$ cat src/hdl/btb_pkg.sv
package btb_pkg;

  localparam int MAX_NODES = 1024;
  localparam int SIZE_W = 11;
  localparam int OP_W = 3;
  localparam int IDX_W = 10;
  localparam int LVL_W = 4;
  localparam int WORD_W = 32;
  localparam int OFF_W = $clog2(WORD_W);
  localparam int ROWS = (MAX_NODES + WORD_W - 1) / WORD_W;
  localparam int ROW_W = (ROWS > 1) ? $clog2(ROWS) : 1;
  localparam int POS_W = SIZE_W + 2;
  localparam int QDEPTH = 2;
  localparam int QPTR_W = $clog2(QDEPTH);

  localparam int REG_BITS_IN_USE = 0;

  localparam logic [SIZE_W-1:0] BITS_IN_USE_RESET = SIZE_W'(1024);
  localparam logic [SIZE_W-1:0] SIZE_CAP = SIZE_W'(MAX_NODES);

  typedef enum logic [OP_W-1:0] {
    OP_WRITE    = 3'd0,
    OP_READ     = 3'd1,
    OP_MARK     = 3'd2,
    OP_ANCESTOR = 3'd3,
    OP_SUBTREE  = 3'd4,
    OP_CLEAR    = 3'd5,
    OP_EMPTY    = 3'd6
  } op_e;

  typedef enum logic [1:0] {
    ST_IDLE,
    ST_RD,
    ST_EV,
    ST_OUT
  } state_e;

  typedef struct packed {
    op_e              op;
    logic [IDX_W-1:0] idx;
    logic             val;
    logic             err;
  } cmd_t;

  typedef struct packed {
    logic             read_bit;
    logic [LVL_W-1:0] level;
    logic             subtree_free;
    logic             store_empty;
    logic             index_error;
  } res_t;

  function automatic logic [WORD_W-1:0] range_mask(input logic [OFF_W:0] lo,
                                                   input logic [OFF_W:0] hi);
    logic [WORD_W-1:0] m;
    for (int b = 0; b < WORD_W; b++) begin
      m[b] = ((OFF_W+1)'(b) >= lo) && ((OFF_W+1)'(b) < hi);
    end
    return m;
  endfunction

endpackage

$ cat src/hdl/btb_ram.sv
module btb_ram #(
  parameter int WIDTH = 32,
  parameter int DEPTH = 32
) (
  input  logic                     clk_i,
  input  logic                     we_i,
  input  logic [$clog2(DEPTH)-1:0] waddr_i,
  input  logic [WIDTH-1:0]         wdata_i,
  input  logic                     re_i,
  input  logic [$clog2(DEPTH)-1:0] raddr_i,
  output logic [WIDTH-1:0]         rdata_o
);

  logic [WIDTH-1:0] mem_q [DEPTH];
  logic [WIDTH-1:0] rdata_q;

  always_ff @(posedge clk_i) begin
    if (we_i) begin
      mem_q[waddr_i] <= wdata_i;
    end
    if (re_i) begin
      rdata_q <= mem_q[raddr_i];
    end
  end

  assign rdata_o = rdata_q;

endmodule

$ cat src/hdl/btb_front.sv
module btb_front (
  input  logic                         clk_i,
  input  logic                         rst_ni,
  input  logic                         in_valid_i,
  output logic                         in_stall_o,
  input  logic [btb_pkg::OP_W-1:0]     operation_i,
  input  logic [btb_pkg::IDX_W-1:0]    node_index_i,
  input  logic                         bit_value_i,
  input  logic [btb_pkg::SIZE_W-1:0]   size_i,
  output logic                         cmd_valid_o,
  output btb_pkg::cmd_t                cmd_o,
  input  logic                         cmd_pop_i
);
  import btb_pkg::*;

  cmd_t              mem_q [QDEPTH];
  logic [QPTR_W-1:0] wr_ptr_q, wr_ptr_d;
  logic [QPTR_W-1:0] rd_ptr_q, rd_ptr_d;
  logic [QPTR_W:0]   cnt_q, cnt_d;
  logic              push;
  cmd_t              cls;

  always_comb begin
    cls.op  = op_e'(operation_i);
    cls.idx = node_index_i;
    cls.val = bit_value_i;
    cls.err = (operation_i <= OP_SUBTREE) &&
              ((node_index_i == '0) || (SIZE_W'(node_index_i) >= size_i));
  end

  assign in_stall_o  = (cnt_q == (QPTR_W+1)'(QDEPTH));
  assign push        = in_valid_i && !in_stall_o;
  assign cmd_valid_o = (cnt_q != '0);
  assign cmd_o       = mem_q[rd_ptr_q];

  always_comb begin
    wr_ptr_d = push ? wr_ptr_q + QPTR_W'(1) : wr_ptr_q;
    rd_ptr_d = cmd_pop_i ? rd_ptr_q + QPTR_W'(1) : rd_ptr_q;
    cnt_d    = cnt_q + (QPTR_W+1)'(push) - (QPTR_W+1)'(cmd_pop_i);
  end

  always_ff @(posedge clk_i or negedge rst_ni) begin
    if (!rst_ni) begin
      wr_ptr_q <= '0;
      rd_ptr_q <= '0;
      cnt_q    <= '0;
    end else begin
      wr_ptr_q <= wr_ptr_d;
      rd_ptr_q <= rd_ptr_d;
      cnt_q    <= cnt_d;
    end
  end

  always_ff @(posedge clk_i) begin
    if (push) begin
      mem_q[wr_ptr_q] <= cls;
    end
  end

endmodule

$ cat src/hdl/btb_back.sv
module btb_back (
  input  logic                       clk_i,
  input  logic                       rst_ni,
  input  logic [btb_pkg::SIZE_W-1:0] size_i,
  input  logic                       cmd_valid_i,
  input  btb_pkg::cmd_t              cmd_i,
  output logic                       cmd_pop_o,
  output logic                       out_valid_o,
  input  logic                       out_stall_i,
  output btb_pkg::res_t              res_o
);
  import btb_pkg::*;

  function automatic logic [POS_W-1:0] min_pos(input logic [POS_W-1:0] a,
                                               input logic [POS_W-1:0] b);
    return (a < b) ? a : b;
  endfunction

  state_e            state_q, state_d;
  op_e               op_q, op_d;
  logic [POS_W-1:0]  pos_q, pos_d;
  logic [POS_W-1:0]  first_q, first_d;
  logic [POS_W-1:0]  span_q, span_d;
  logic [POS_W-1:0]  lim_q, lim_d;
  logic [LVL_W-1:0]  lvl_q, lvl_d;
  logic              val_q, val_d;
  res_t              res_q, res_d;
  res_t              out_q, out_d;
  logic              out_valid_q, out_valid_d;
  logic [ROWS-1:0]   valid_q, valid_d;
  logic              rd_valid_q, rd_valid_d;

  logic              ram_we, ram_re;
  logic [WORD_W-1:0] ram_wdata, ram_rdata;
  logic [ROW_W-1:0]  row;
  logic [POS_W-1:0]  rowbase, row_end, n_pos, buddy, sub_hi, sub_nxt, emp_hi;
  logic [OFF_W-1:0]  off;
  logic [OFF_W:0]    emp_lo;
  logic [WORD_W-1:0] word, sub_mask, emp_mask, bit_sel;
  logic              mark_cont, sub_hit, emp_hit, scan_end, ev_last, start_out, out_free;

  btb_ram #(
    .WIDTH (WORD_W),
    .DEPTH (ROWS)
  ) u_ram (
    .clk_i   (clk_i),
    .we_i    (ram_we),
    .waddr_i (row),
    .wdata_i (ram_wdata),
    .re_i    (ram_re),
    .raddr_i (row),
    .rdata_o (ram_rdata)
  );

  always_comb begin
    row       = pos_q[OFF_W +: ROW_W];
    rowbase   = {pos_q[POS_W-1:OFF_W], {OFF_W{1'b0}}};
    row_end   = rowbase + POS_W'(WORD_W);
    n_pos     = POS_W'(size_i);
    off       = pos_q[OFF_W-1:0];
    word      = rd_valid_q ? ram_rdata : '0;
    bit_sel   = WORD_W'(1) << off;
    buddy     = pos_q ^ POS_W'(1);
    mark_cont = (pos_q > POS_W'(1)) && (buddy < n_pos) && word[buddy[OFF_W-1:0]];
    sub_hi    = min_pos(min_pos(lim_q, n_pos), row_end);
    sub_nxt   = min_pos(lim_q, row_end);
    sub_mask  = range_mask({1'b0, off}, (OFF_W+1)'(sub_hi - rowbase));
    sub_hit   = |(word & sub_mask);
    emp_hi    = min_pos(n_pos, row_end);
    emp_lo    = (rowbase == '0) ? (OFF_W+1)'(1) : '0;
    emp_mask  = range_mask(emp_lo, (OFF_W+1)'(emp_hi - rowbase));
    emp_hit   = |(word & emp_mask);
    scan_end  = (pos_q >= n_pos);
    out_free  = !out_valid_q || !out_stall_i;

    case (op_q)
      OP_MARK:     ev_last = !mark_cont;
      OP_ANCESTOR: ev_last = (pos_q == POS_W'(1));
      OP_SUBTREE:  ev_last = sub_hit;
      OP_EMPTY:    ev_last = emp_hit;
      default:     ev_last = 1'b1;
    endcase

    case (cmd_i.op)
      OP_WRITE, OP_READ, OP_MARK, OP_SUBTREE: start_out = cmd_i.err;
      OP_ANCESTOR: start_out = cmd_i.err || (cmd_i.idx == IDX_W'(1));
      OP_CLEAR:    start_out = (size_i[OFF_W-1:0] == '0);
      OP_EMPTY:    start_out = 1'b0;
      default:     start_out = 1'b1;
    endcase
  end

  always_comb begin
    state_d = state_q;
    case (state_q)
      ST_IDLE: begin
        if (cmd_valid_i) begin
          state_d = start_out ? ST_OUT : ST_RD;
        end
      end
      ST_RD: begin
        if ((op_q inside {OP_SUBTREE, OP_EMPTY}) && scan_end) begin
          state_d = ST_OUT;
        end else begin
          state_d = ST_EV;
        end
      end
      ST_EV: begin
        state_d = ev_last ? ST_OUT : ST_RD;
      end
      ST_OUT: begin
        if (out_free) begin
          state_d = ST_IDLE;
        end
      end
      default: state_d = ST_IDLE;
    endcase
  end

  always_comb begin
    op_d        = op_q;
    pos_d       = pos_q;
    first_d     = first_q;
    span_d      = span_q;
    lim_d       = lim_q;
    lvl_d       = lvl_q;
    val_d       = val_q;
    res_d       = res_q;
    out_d       = out_q;
    valid_d     = valid_q;
    rd_valid_d  = rd_valid_q;
    out_valid_d = out_valid_q && out_stall_i;
    ram_we      = 1'b0;
    ram_re      = 1'b0;
    ram_wdata   = word;
    cmd_pop_o   = 1'b0;

    case (state_q)
      ST_IDLE: begin
        if (cmd_valid_i) begin
          cmd_pop_o         = 1'b1;
          op_d              = cmd_i.op;
          val_d             = cmd_i.val;
          res_d             = '0;
          res_d.index_error = cmd_i.err;
          pos_d             = POS_W'(cmd_i.idx);
          lvl_d             = LVL_W'(1);
          case (cmd_i.op)
            OP_ANCESTOR: pos_d = POS_W'(cmd_i.idx >> 1);
            OP_SUBTREE: begin
              first_d = POS_W'(cmd_i.idx) << 1;
              span_d  = POS_W'(2);
              pos_d   = POS_W'(cmd_i.idx) << 1;
              lim_d   = (POS_W'(cmd_i.idx) << 1) + POS_W'(2);
            end
            OP_CLEAR: begin
              pos_d = POS_W'(size_i);
              for (int r = 0; r < ROWS; r++) begin
                if ((r + 1) * WORD_W <= int'(size_i)) begin
                  valid_d[r] = 1'b0;
                end
              end
            end
            OP_EMPTY: pos_d = '0;
            default: ;
          endcase
        end
      end
      ST_RD: begin
        if ((op_q inside {OP_SUBTREE, OP_EMPTY}) && scan_end) begin
          if (op_q == OP_SUBTREE) begin
            res_d.subtree_free = 1'b1;
          end else begin
            res_d.store_empty = 1'b1;
          end
        end else begin
          ram_re     = 1'b1;
          rd_valid_d = valid_q[row];
        end
      end
      ST_EV: begin
        case (op_q)
          OP_WRITE: begin
            ram_we    = 1'b1;
            ram_wdata = val_q ? (word | bit_sel) : (word & ~bit_sel);
          end
          OP_READ: res_d.read_bit = word[off];
          OP_MARK: begin
            ram_we    = 1'b1;
            ram_wdata = word | bit_sel;
            pos_d     = pos_q >> 1;
          end
          OP_ANCESTOR: begin
            if (word[off]) begin
              res_d.level = lvl_q;
            end
            pos_d = pos_q >> 1;
            lvl_d = lvl_q + LVL_W'(1);
          end
          OP_SUBTREE: begin
            if (sub_nxt == lim_q) begin
              first_d = first_q << 1;
              span_d  = span_q << 1;
              pos_d   = first_q << 1;
              lim_d   = (first_q << 1) + (span_q << 1);
            end else begin
              pos_d = sub_nxt;
            end
          end
          OP_CLEAR: begin
            ram_we    = 1'b1;
            ram_wdata = word & ~range_mask('0, {1'b0, size_i[OFF_W-1:0]});
          end
          OP_EMPTY: pos_d = row_end;
          default: ;
        endcase
        if (ram_we) begin
          valid_d[row] = 1'b1;
        end
      end
      ST_OUT: begin
        if (out_free) begin
          out_d       = res_q;
          out_valid_d = 1'b1;
        end
      end
      default: ;
    endcase
  end

  always_ff @(posedge clk_i or negedge rst_ni) begin
    if (!rst_ni) begin
      state_q     <= ST_IDLE;
      out_valid_q <= 1'b0;
      valid_q     <= '0;
      rd_valid_q  <= 1'b0;
    end else begin
      state_q     <= state_d;
      out_valid_q <= out_valid_d;
      valid_q     <= valid_d;
      rd_valid_q  <= rd_valid_d;
    end
  end

  always_ff @(posedge clk_i) begin
    op_q    <= op_d;
    pos_q   <= pos_d;
    first_q <= first_d;
    span_q  <= span_d;
    lim_q   <= lim_d;
    lvl_q   <= lvl_d;
    val_q   <= val_d;
    res_q   <= res_d;
    out_q   <= out_d;
  end

  assign out_valid_o = out_valid_q;
  assign res_o       = out_q;

  a_pop_idle: assert property (@(posedge clk_i) disable iff (!rst_ni)
    cmd_pop_o |-> (state_q == ST_IDLE) && cmd_valid_i)
    else $error("command popped outside idle");

  a_err_clean: assert property (@(posedge clk_i) disable iff (!rst_ni)
    out_valid_q && out_q.index_error |-> !out_q.read_bit && (out_q.level == '0) &&
      !out_q.subtree_free && !out_q.store_empty)
    else $error("index error result carries data");

  a_one_flag: assert property (@(posedge clk_i) disable iff (!rst_ni)
    out_valid_q |-> $onehot0({out_q.read_bit, out_q.subtree_free, out_q.store_empty,
                              out_q.index_error}))
    else $error("more than one result flag set");

  a_write_next: assert property (@(posedge clk_i) disable iff (!rst_ni)
    ram_we |=> (state_q == ST_OUT) || (state_q == ST_RD))
    else $error("store write not followed by read or result");

endmodule

$ cat src/hdl/buddy_tree_bitmap.sv
// Channel  Direction  Handshake                  Payload
// in       input      in_valid_i / in_stall_o    operation_i, node_index_i, bit_value_i
// out      output     out_valid_o / out_stall_i  read_bit_o, ancestor_level_o,
//                                                subtree_free_o, store_empty_o, index_error_o
// config   input      APB psel/penable/pwrite    bits_in_use at byte address 0
//
// Each request passes through a read state and an evaluate state for every access to the
// 32-bit-wide node store, whose registered read and write share one row address and set the
// pace: write and read make one access, clear at most one, mark used one per level climbed,
// the ancestor check one per level to the root, subtree and empty checks one per word visited.
// Reset sets bits_in_use to 1024 and clears one valid flag per store word, so the store
// reads as all clear at once. A two-entry queue accepts requests, until it is full, while the back
// end works or a result waits on out_stall_i.
module buddy_tree_bitmap (
  input  logic                         clk_i,
  input  logic                         rst_ni,
  input  logic                         in_valid_i,
  output logic                         in_stall_o,
  input  logic [btb_pkg::OP_W-1:0]     operation_i,
  input  logic [btb_pkg::IDX_W-1:0]    node_index_i,
  input  logic                         bit_value_i,
  output logic                         out_valid_o,
  input  logic                         out_stall_i,
  output logic                         read_bit_o,
  output logic [btb_pkg::LVL_W-1:0]    ancestor_level_o,
  output logic                         subtree_free_o,
  output logic                         store_empty_o,
  output logic                         index_error_o,
  input  logic                         psel,
  input  logic                         penable,
  input  logic                         pwrite,
  input  logic [2:0]                   paddr,
  input  logic [31:0]                  pwdata,
  output logic [31:0]                  prdata,
  output logic                         pready
);
  import btb_pkg::*;

  logic [SIZE_W-1:0] bits_in_use_q, bits_in_use_d;
  logic [SIZE_W-1:0] size_eff;
  logic              cfg_we;
  logic              cmd_valid, cmd_pop;
  cmd_t              cmd;
  res_t              res;

  assign pready = 1'b1;
  assign cfg_we = psel && penable && pwrite && pready && (paddr[2] == 1'(REG_BITS_IN_USE));
  assign prdata = (paddr[2] == 1'(REG_BITS_IN_USE)) ? 32'(bits_in_use_q) : '0;

  always_comb begin
    bits_in_use_d = cfg_we ? pwdata[SIZE_W-1:0] : bits_in_use_q;
    size_eff      = (bits_in_use_q > SIZE_CAP) ? SIZE_CAP : bits_in_use_q;
  end

  always_ff @(posedge clk_i or negedge rst_ni) begin
    if (!rst_ni) begin
      bits_in_use_q <= BITS_IN_USE_RESET;
    end else begin
      bits_in_use_q <= bits_in_use_d;
    end
  end

  btb_front u_front (
    .clk_i        (clk_i),
    .rst_ni       (rst_ni),
    .in_valid_i   (in_valid_i),
    .in_stall_o   (in_stall_o),
    .operation_i  (operation_i),
    .node_index_i (node_index_i),
    .bit_value_i  (bit_value_i),
    .size_i       (size_eff),
    .cmd_valid_o  (cmd_valid),
    .cmd_o        (cmd),
    .cmd_pop_i    (cmd_pop)
  );

  btb_back u_back (
    .clk_i       (clk_i),
    .rst_ni      (rst_ni),
    .size_i      (size_eff),
    .cmd_valid_i (cmd_valid),
    .cmd_i       (cmd),
    .cmd_pop_o   (cmd_pop),
    .out_valid_o (out_valid_o),
    .out_stall_i (out_stall_i),
    .res_o       (res)
  );

  assign read_bit_o       = res.read_bit;
  assign ancestor_level_o = res.level;
  assign subtree_free_o   = res.subtree_free;
  assign store_empty_o    = res.store_empty;
  assign index_error_o    = res.index_error;

endmodule
$ cat config.mk
export PLATFORM = sky130hd
export DESIGN_NAME = buddy_tree_bitmap
export DESIGN_NICKNAME = d
export VERILOG_FILES = /design/src/hdl/btb_pkg.sv /design/src/hdl/btb_ram.sv /design/src/hdl/btb_front.sv /design/src/hdl/btb_back.sv /design/src/hdl/buddy_tree_bitmap.sv
export SDC_FILE = /design/constraint.sdc
export NUM_CORES = 2
export LEC_CHECK = 0
export BUFFER_PORTS_ARGS = -buffer_cell sky130_fd_sc_hd__buf_2
export CAP_MARGIN = 5
export CELL_PAD_IN_SITES_DETAIL_PLACEMENT = 0
export CELL_PAD_IN_SITES_GLOBAL_PLACEMENT = 1
export CORE_MARGIN = 2
export CORE_UTILIZATION = 53
export DETAILED_ROUTE_END_ITERATION = 12
export PLACE_DENSITY_LB_ADDON = 0.25
export SKIP_LAST_GASP = 1
export SYNTH_ARGS = -nofsm -noshare
export SYNTH_HDL_FRONTEND = slang
export SYNTH_SLANG_ARGS = --single-unit
$ cat constraint.sdc
create_clock -name clk_i -period 11.1 [get_ports clk_i]
set_input_delay 0.555 -clock clk_i [delete_from_list [all_inputs] [get_ports clk_i]]
set_output_delay 0.555 -clock clk_i [all_outputs]
set_load 0.01 [all_outputs]
Word-level counts from Yosys, hierarchy flattened
Memories as Yosys holds them, arrays and structs flattened. A register that Yosys moved wholly into a read port is not among the register bits. Index checks and enable logic that the tools add are counted.

Add/subtract/negate cells: 10. Multiply operators: 0. Divide/modulo/power cells: 0. Order comparisons: 204. Equality and inequality tests: 65. Shifts and indexed selects: 1. Mux-type cells: 108. Bitwise gates (word level): 11. Reductions and logical operators: 138.

Operators by type and width (count): < comparator 5 x 6 -> 1 bit (first input constant) (32); two-way mux 32 bit (6); <= comparator 10 x 11 -> 1 bit (first input constant) (16); AND reduction 5 bit (33); AND 32 bit (4); two-way mux 13 bit (8); >= comparator 5 x 6 -> 1 bit (first input constant) (16); < comparator 4 x 6 -> 1 bit (first input constant) (16); two-way mux 12 bit (8); one-hot mux 32 bit (3 select lines) (1); <= comparator 9 x 11 -> 1 bit (first input constant) (8); inequality test 2 x 1 -> 1 bit (second input constant) (39); >= comparator 5 bit (first input constant) (15); < comparator 5 bit (first input constant) (15); logical AND 1 bit (73); OR 32 bit (2); one-hot mux 32 bit (2 select lines) (1); OR reduction 32 bit (2); two-way mux 1 bit (54); one-hot mux 13 bit (2 select lines) (2); >= comparator 4 x 6 -> 1 bit (first input constant) (8); < comparator 3 x 6 -> 1 bit (first input constant) (8); one-hot mux 12 bit (2 select lines) (2); <= comparator 8 x 11 -> 1 bit (first input constant) (4); other kinds (76) (164).

Register bits after elaboration: 125. Bits in latches: 0. Memory bits (writable): 1054. Bits in read-only memories: 0. Input bits: 56. Output and inout bits: 43. Word-level logic and storage cells: 595. Memories kept: 2.

Memory list: u_back.u_ram.mem_q (words 32, width 32, rd ports 1, clocked after memory_dff 1, write ports 1, RTL line btb_ram.sv:14) `logic [WIDTH-1:0] mem_q [DEPTH];`; u_front.mem_q (words 2, width 15, rd ports 1, clocked after memory_dff 0, write ports 1, RTL line btb_front.sv:16) `cmd_t mem_q [QDEPTH];`.

Longest topological paths before layout
Depth in word-level cells: 14. Depth in mapped cells: 27. Mapped depth without buffers: 21.

Cells and area by module
From an unflattened synthesis, not the netlist that was laid out.

Cells, all modules: 3747. Area total of the unflattened synthesis: 53686.5 sq um.

By module, submodules not included: btb_ram (times used 1, cells each 2260, area an instance 40807.9 sq um, sequential area each 31710.4 sq um); btb_back (times used 1, cells each 1311, area an instance 10502.6 sq um, sequential area each 3032.9 sq um); btb_front (times used 1, cells each 104, area an instance 1586.5 sq um, sequential area each 1001.0 sq um); buddy_tree_bitmap (times used 1, cells each 72, area an instance 789.5 sq um, sequential area each 276.5 sq um).

Worst setup path after synthesis
No wires, ideal clock.

Path type: reg-to-reg. From: reg u_back.pos_q[6]. To: reg u_back.first_q[10] (enable). Library setup time: 425 ps. Arrival time: 5178 ps. Data required time: 10675 ps. Path slack: 5497 ps. Cell stages (with the launch flop): 20. Path buffers: 5. Cell sequence: edfxtp_1 > clkbuf_1 > clkbuf_1 > clkbuf_1 > clkbuf_1 > inv_1 > ha_1 > inv_1 > ha_1 > o21a_1 > o21a_1 > o21a_1 > o21a_1 > o21ai_0 > a21oi_1 > o21ai_0 > and2_1 > clkbuf_1 > a21oi_1 > nor2_1.

Cells in the longest elaborated chain, start to end: 6.

RTL lines: start: declaration (RTL line btb_back.sv:21) `logic [POS_W-1:0] pos_q, pos_d;`; start signal: assignment (RTL line btb_back.sv:247) `pos_q <= pos_d;`; adder 13 x 6 -> 13 bit * (RTL line btb_back.sv:58) `row_end = rowbase + POS_W'(WORD_W);`; < comparator 13 bit (RTL line btb_back.sv:16) `return (a < b) ? a : b;`; two-way mux 13 bit * (RTL line btb_back.sv:16); equality test 13 bit * (RTL line btb_back.sv:201) `if (sub_nxt == lim_q) begin`; inequality test 2 x 1 -> 1 bit (no source line) *; AND reduction 5 bit (no source line) *; end signal: assignment (RTL line btb_back.sv:248) `first_q <= first_d;`; end: declaration (RTL line btb_back.sv:22) `logic [POS_W-1:0] first_q, first_d;`.

Mark *: on every way between the ends. The rest lies on a longest branch, timed or not. A chain may end at the register's enable or synchronous reset.

Final worst setup path
From: reg bits_in_use_q[2]. To: reg u_back.state_q[1].

Cells in the longest elaborated chain, start to end: 14.

RTL lines: start: declaration (RTL line buddy_tree_bitmap.sv:39) `logic [SIZE_W-1:0] bits_in_use_q, bits_in_use_d;`; start signal: assignment (RTL line buddy_tree_bitmap.sv:59) `bits_in_use_q <= bits_in_use_d;`; greater-than comparator 11 bit (RTL line buddy_tree_bitmap.sv:52) `size_eff = (bits_in_use_q > SIZE_CAP) ? SIZE_CAP : bits_in_use_q;`; two-way mux 11 bit * (RTL line buddy_tree_bitmap.sv:52); < comparator 13 x 11 -> 1 bit (RTL line btb_back.sv:16); two-way mux 13 bit (RTL line btb_back.sv:16); < comparator 13 bit (RTL line btb_back.sv:16); two-way mux 6 bit (RTL line btb_back.sv:16); subtractor 6 bit (RTL line btb_back.sv:67) `sub_mask = range_mask({1'b0, off}, (OFF_W+1)'(sub_hi - rowbase));`; < comparator 1 x 6 -> 1 bit (tied with other cells) (RTL line btb_pkg.sv:57) `m[b] = ((OFF_W+1)'(b) >= lo) && ((OFF_W+1)'(b) < hi);`; logical AND 1 bit (RTL line btb_pkg.sv:57); AND 32 bit (RTL line btb_back.sv:68) `sub_hit = |(word & sub_mask);`; OR reduction 32 bit (RTL line btb_back.sv:68); one-hot mux 1 bit (4 select lines) (RTL line btb_back.sv:76) `case (op_q)`; two-way mux 2 bit (RTL line btb_back.sv:109) `state_d = ev_last ? ST_OUT : ST_RD;`; one-hot mux 2 bit (4 select lines) * (RTL line btb_back.sv:95) `case (state_q)`; end signal: assignment (RTL line btb_back.sv:238) `state_q <= state_d;`; end: declaration (RTL line btb_back.sv:19) `state_e state_q, state_d;`.

Mark *: on every way between the ends. The rest lies on a longest branch, timed or not. The select of a mux whose other input is x is not followed.

==> run_results.csv <==
group,metric,value,unit
synth,ys_seq_area_share,68.43,%
drt,drt_iter0_drc,4145,
synth,synth_cells,3241,
timing,setup_tns,0,ns
critical_path,crit_arrival,6.95,ns
synth,synth_top_area_share,66.00,%
synth,async_flop_share,4.222,%
synth,synth_area_per_cell,16.24,um^2
global_route,grt_max_degree,143,
pwr,p_leak,19.01,nW
run_status,status,"finished, final reports clean",
cts,cts_tree,"built",
cts,clockRootBuffer,"clkbuf_16",
layout,multiInputGateArea,15980,um^2
job,cap_violations,0,
cts,post_cts_buffers,0,
timing,fmax,0.1561,GHz
synth,synth_commonest_cells,"edfxtp_1 (1157), mux4_2 (285), nand2_1 (252)",
global_route,grt_use_total,31.12,%
drt,drc,0,
worst_hold_path,hold_class,"input pin to flop",
drt,firstDrtPassIters,6,
die,core_area,98420,um^2
cts,cts.clk_slew.worst_paths,0.06,ns
critical_path,path_class,"flop to flop",
die,io_pins,99,
drt,via_per_inst,6.697,
cts,h-tree-depth,3,
drt,num_vias,31510,
layout,seqCellArea,36020,um^2
cts,insertion_delay,0.73,ns
timing,clock_skew,0.06743,ns
synth,ys_warn_count,0,
global_route,grt_pass1_vias,31140,
synth,yosysMostFrequentCell,"edfxtp_1",
timing,hold_viol_final,0,
die,num_rows,115,
synth,yosysTopAreaCell,"edfxtp_1",
place,place_congestion,0.9975,
pwr,irDropWorstVdd,0.0002288,V
synth,synth_edf_count,1157,
pwr,power_density,264.3,nW/um^2
cts,cts_buffer_depth,3,
critical_path,setup.worst_path.end_class,"flop",
drt,wire_per_inst,33.48,um
timing,setup_viol,0,
layout,fillCellCount,7308,
global_route,antenna_found_initial,1,
synth,netlist_area,52640,um^2
global_route,grt_overflow,0,
critical_path,worstPathMaxFanout,14,
layout,final_core_util,59.74,%
global_route,grt_first_pass_wirelength,225200,um
critical_path,rrSetupSlack,4.69,ns
cts,cts_inserted_buffers,116,
layout,area_delta_synth_final,11.69,%
synth,synth-seq-cells,1208,
timing,drv_slew,0,
die,start_util,53.48,%
die,die_area,101900,um^2
layout,drive_above_1_share,21.05,%
timing,fin_crit,6.407,ns
drt,routed_wl,157500,um
timing,tightest_slew,1.328,ns
cts,cts.sink_count,1208,
critical_path,required,11.64,ns
synth,synth-main-ff-cell,"edfxtp_1",
critical_path,critPathLaunchType,"flop",
timing,finalCritPeriodShare,57.72,%
synth,ys_types,78,
place,numPortBuffers,53,
timing,max-slew-margin-rel,11.44,%
layout,fin_nets,3442,
place,dp_hpwl,94510,um
synth,synthTopCellsByArea,"edfxtp_1 (66%), mux4_2 (12%), dfrtp_1 (2.4%), nand2_1 (1.8%), ha_1 (1.7%)",
timing,grt_setup_unrepaired,"no",
die,die_h,319.2,um
drt,ant_nets,0,
die,die_w,319.2,um
## cell usage in the layout, fill, tap and decap left out, types with 51 or more instances in the layout
master / instances
inv_1: 51
a22oi_1: 69
nor2_1: 131
clkbuf_16: 119
a21oi_1: 166
edfxtp_1: 1157
buf_2: 53
o21ai_0: 111
a31oi_1: 61
nand2_1: 252
mux4_2: 285
buf_4: 93
ha_1: 71
## sequential cells by signal, indices dropped and copies added (netlist names), 3 cells and up
register	flops
u_back.res_o	8
u_back.u_ram.mem_q	1024
u_back.span_q	11
u_back.valid_q	32
u_back.pos_q	13
u_back.lvl_q	4
u_back.op_q	3
u_front.mem_q	30
u_back.first_q	11
u_back.u_ram.rdata_o	32
bits_in_use_q	11
u_back.res_q	8
u_back.lim_q	12
## critical path, cell delays in order (launching register included)
cell	delay [ns]
dfrtp_1	0.65
nor2b_1	0.62
clkinv_1	0.75
ha_1	0.45
a21o_1	0.16
a21oi_1	0.14
o21a_1	0.20
o21a_1	0.36
o21ai_0	0.13
ha_1	0.31
a21oi_1	0.13
o21ai_0	0.19
a21oi_1	0.20
buf_4	0.22
nor2b_1	0.63
a311oi_1	0.20
nor4_1	0.31
nand4_1	0.18
o31ai_1	0.28
o211ai_1	0.11
## kinds of logic after synthesis
kind of cell / after synthesis / synth area share (%)
mux: 357 / 13.62
simple gates: 656 / 5.693
flops: 1208 / 68.43
other cells: 2 / 0.01427
buf+inv: 277 / 2.175
fa+ha+maj: 72 / 1.726
compound gates: 632 / 7.725
xor+xnor: 37 / 0.6156
## per-stage QoR
stage	power (mW)	setup WS, ns	std cells	hold slack [ns]	instance area [um^2]
floorplan	9.617	5.497	3263	0.2594	52720
global placement	11.50	4.749	4476	0.4086	54810
detailed placement	11.59	4.854	4476	0.4065	54810
CTS	15.55	4.775	4696	0.03831	58690
global route	16.17	4.062	4702	0.04022	58780
finish	15.54	4.693	4705	0.07408	58790
## path summary, 6_finish.rpt
kind / from / endpoint / cells after the start
max: bits_in_use_q[2]$_DFFE_PN0P_ / u_back.state_q[1]$_DFFE_PN0P_ / 19
min in group asynchronous: rst_ni / u_back.valid_q[0]$_DFFE_PN0P_ / 3
min: bit_value_i / u_front.mem_q[0][1]$_DFFE_PP_ / 1
max in group asynchronous: rst_ni / u_front.rd_ptr_q$_DFFE_PN0P_ / 3
max reg2reg: bits_in_use_q[2]$_DFFE_PN0P_ / u_back.state_q[1]$_DFFE_PN0P_ / 19
min reg2reg: u_back.res_q[5]$_DFFE_PP_ / u_back.res_o[5]$_DFFE_PP_ / 0
## routing by layer
metal  part of all wire [%]  track usage [%]
met2                     47            48.70
met1                     41            43.85
met4                    4.9            13.91
met3                    7.7            4.636
met5                      0                0
## repair_timing
item | CTS | global route
hold buffers | 1 | 0
gates resized for setup | 0 | 0
endpoints found under the setup margin | 0 | 0
hold endpoints to repair | 43 | 0
## final cells by class
type	count	share of cell area, %
timing repair buffer	154	1.843
clock inverter	73	1.324
tap	1287	2.739
multi-input combinational	1778	27.18
sequential	1208	61.27
clock buffer	146	5.272
inverter	56	0.3618
antenna	3	0.01277
## power by group
group | leakage (nW) | switching [mW] | internal, mW | total (mW)
registers | 11.0 | 0.382 | 5.69 | 6.07
clock network | 1.88 | 1.68 | 2.28 | 3.97
logic | 6.16 | 3.49 | 2.01 | 5.50
Note: power is estimated with default switching activity, not from simulation.
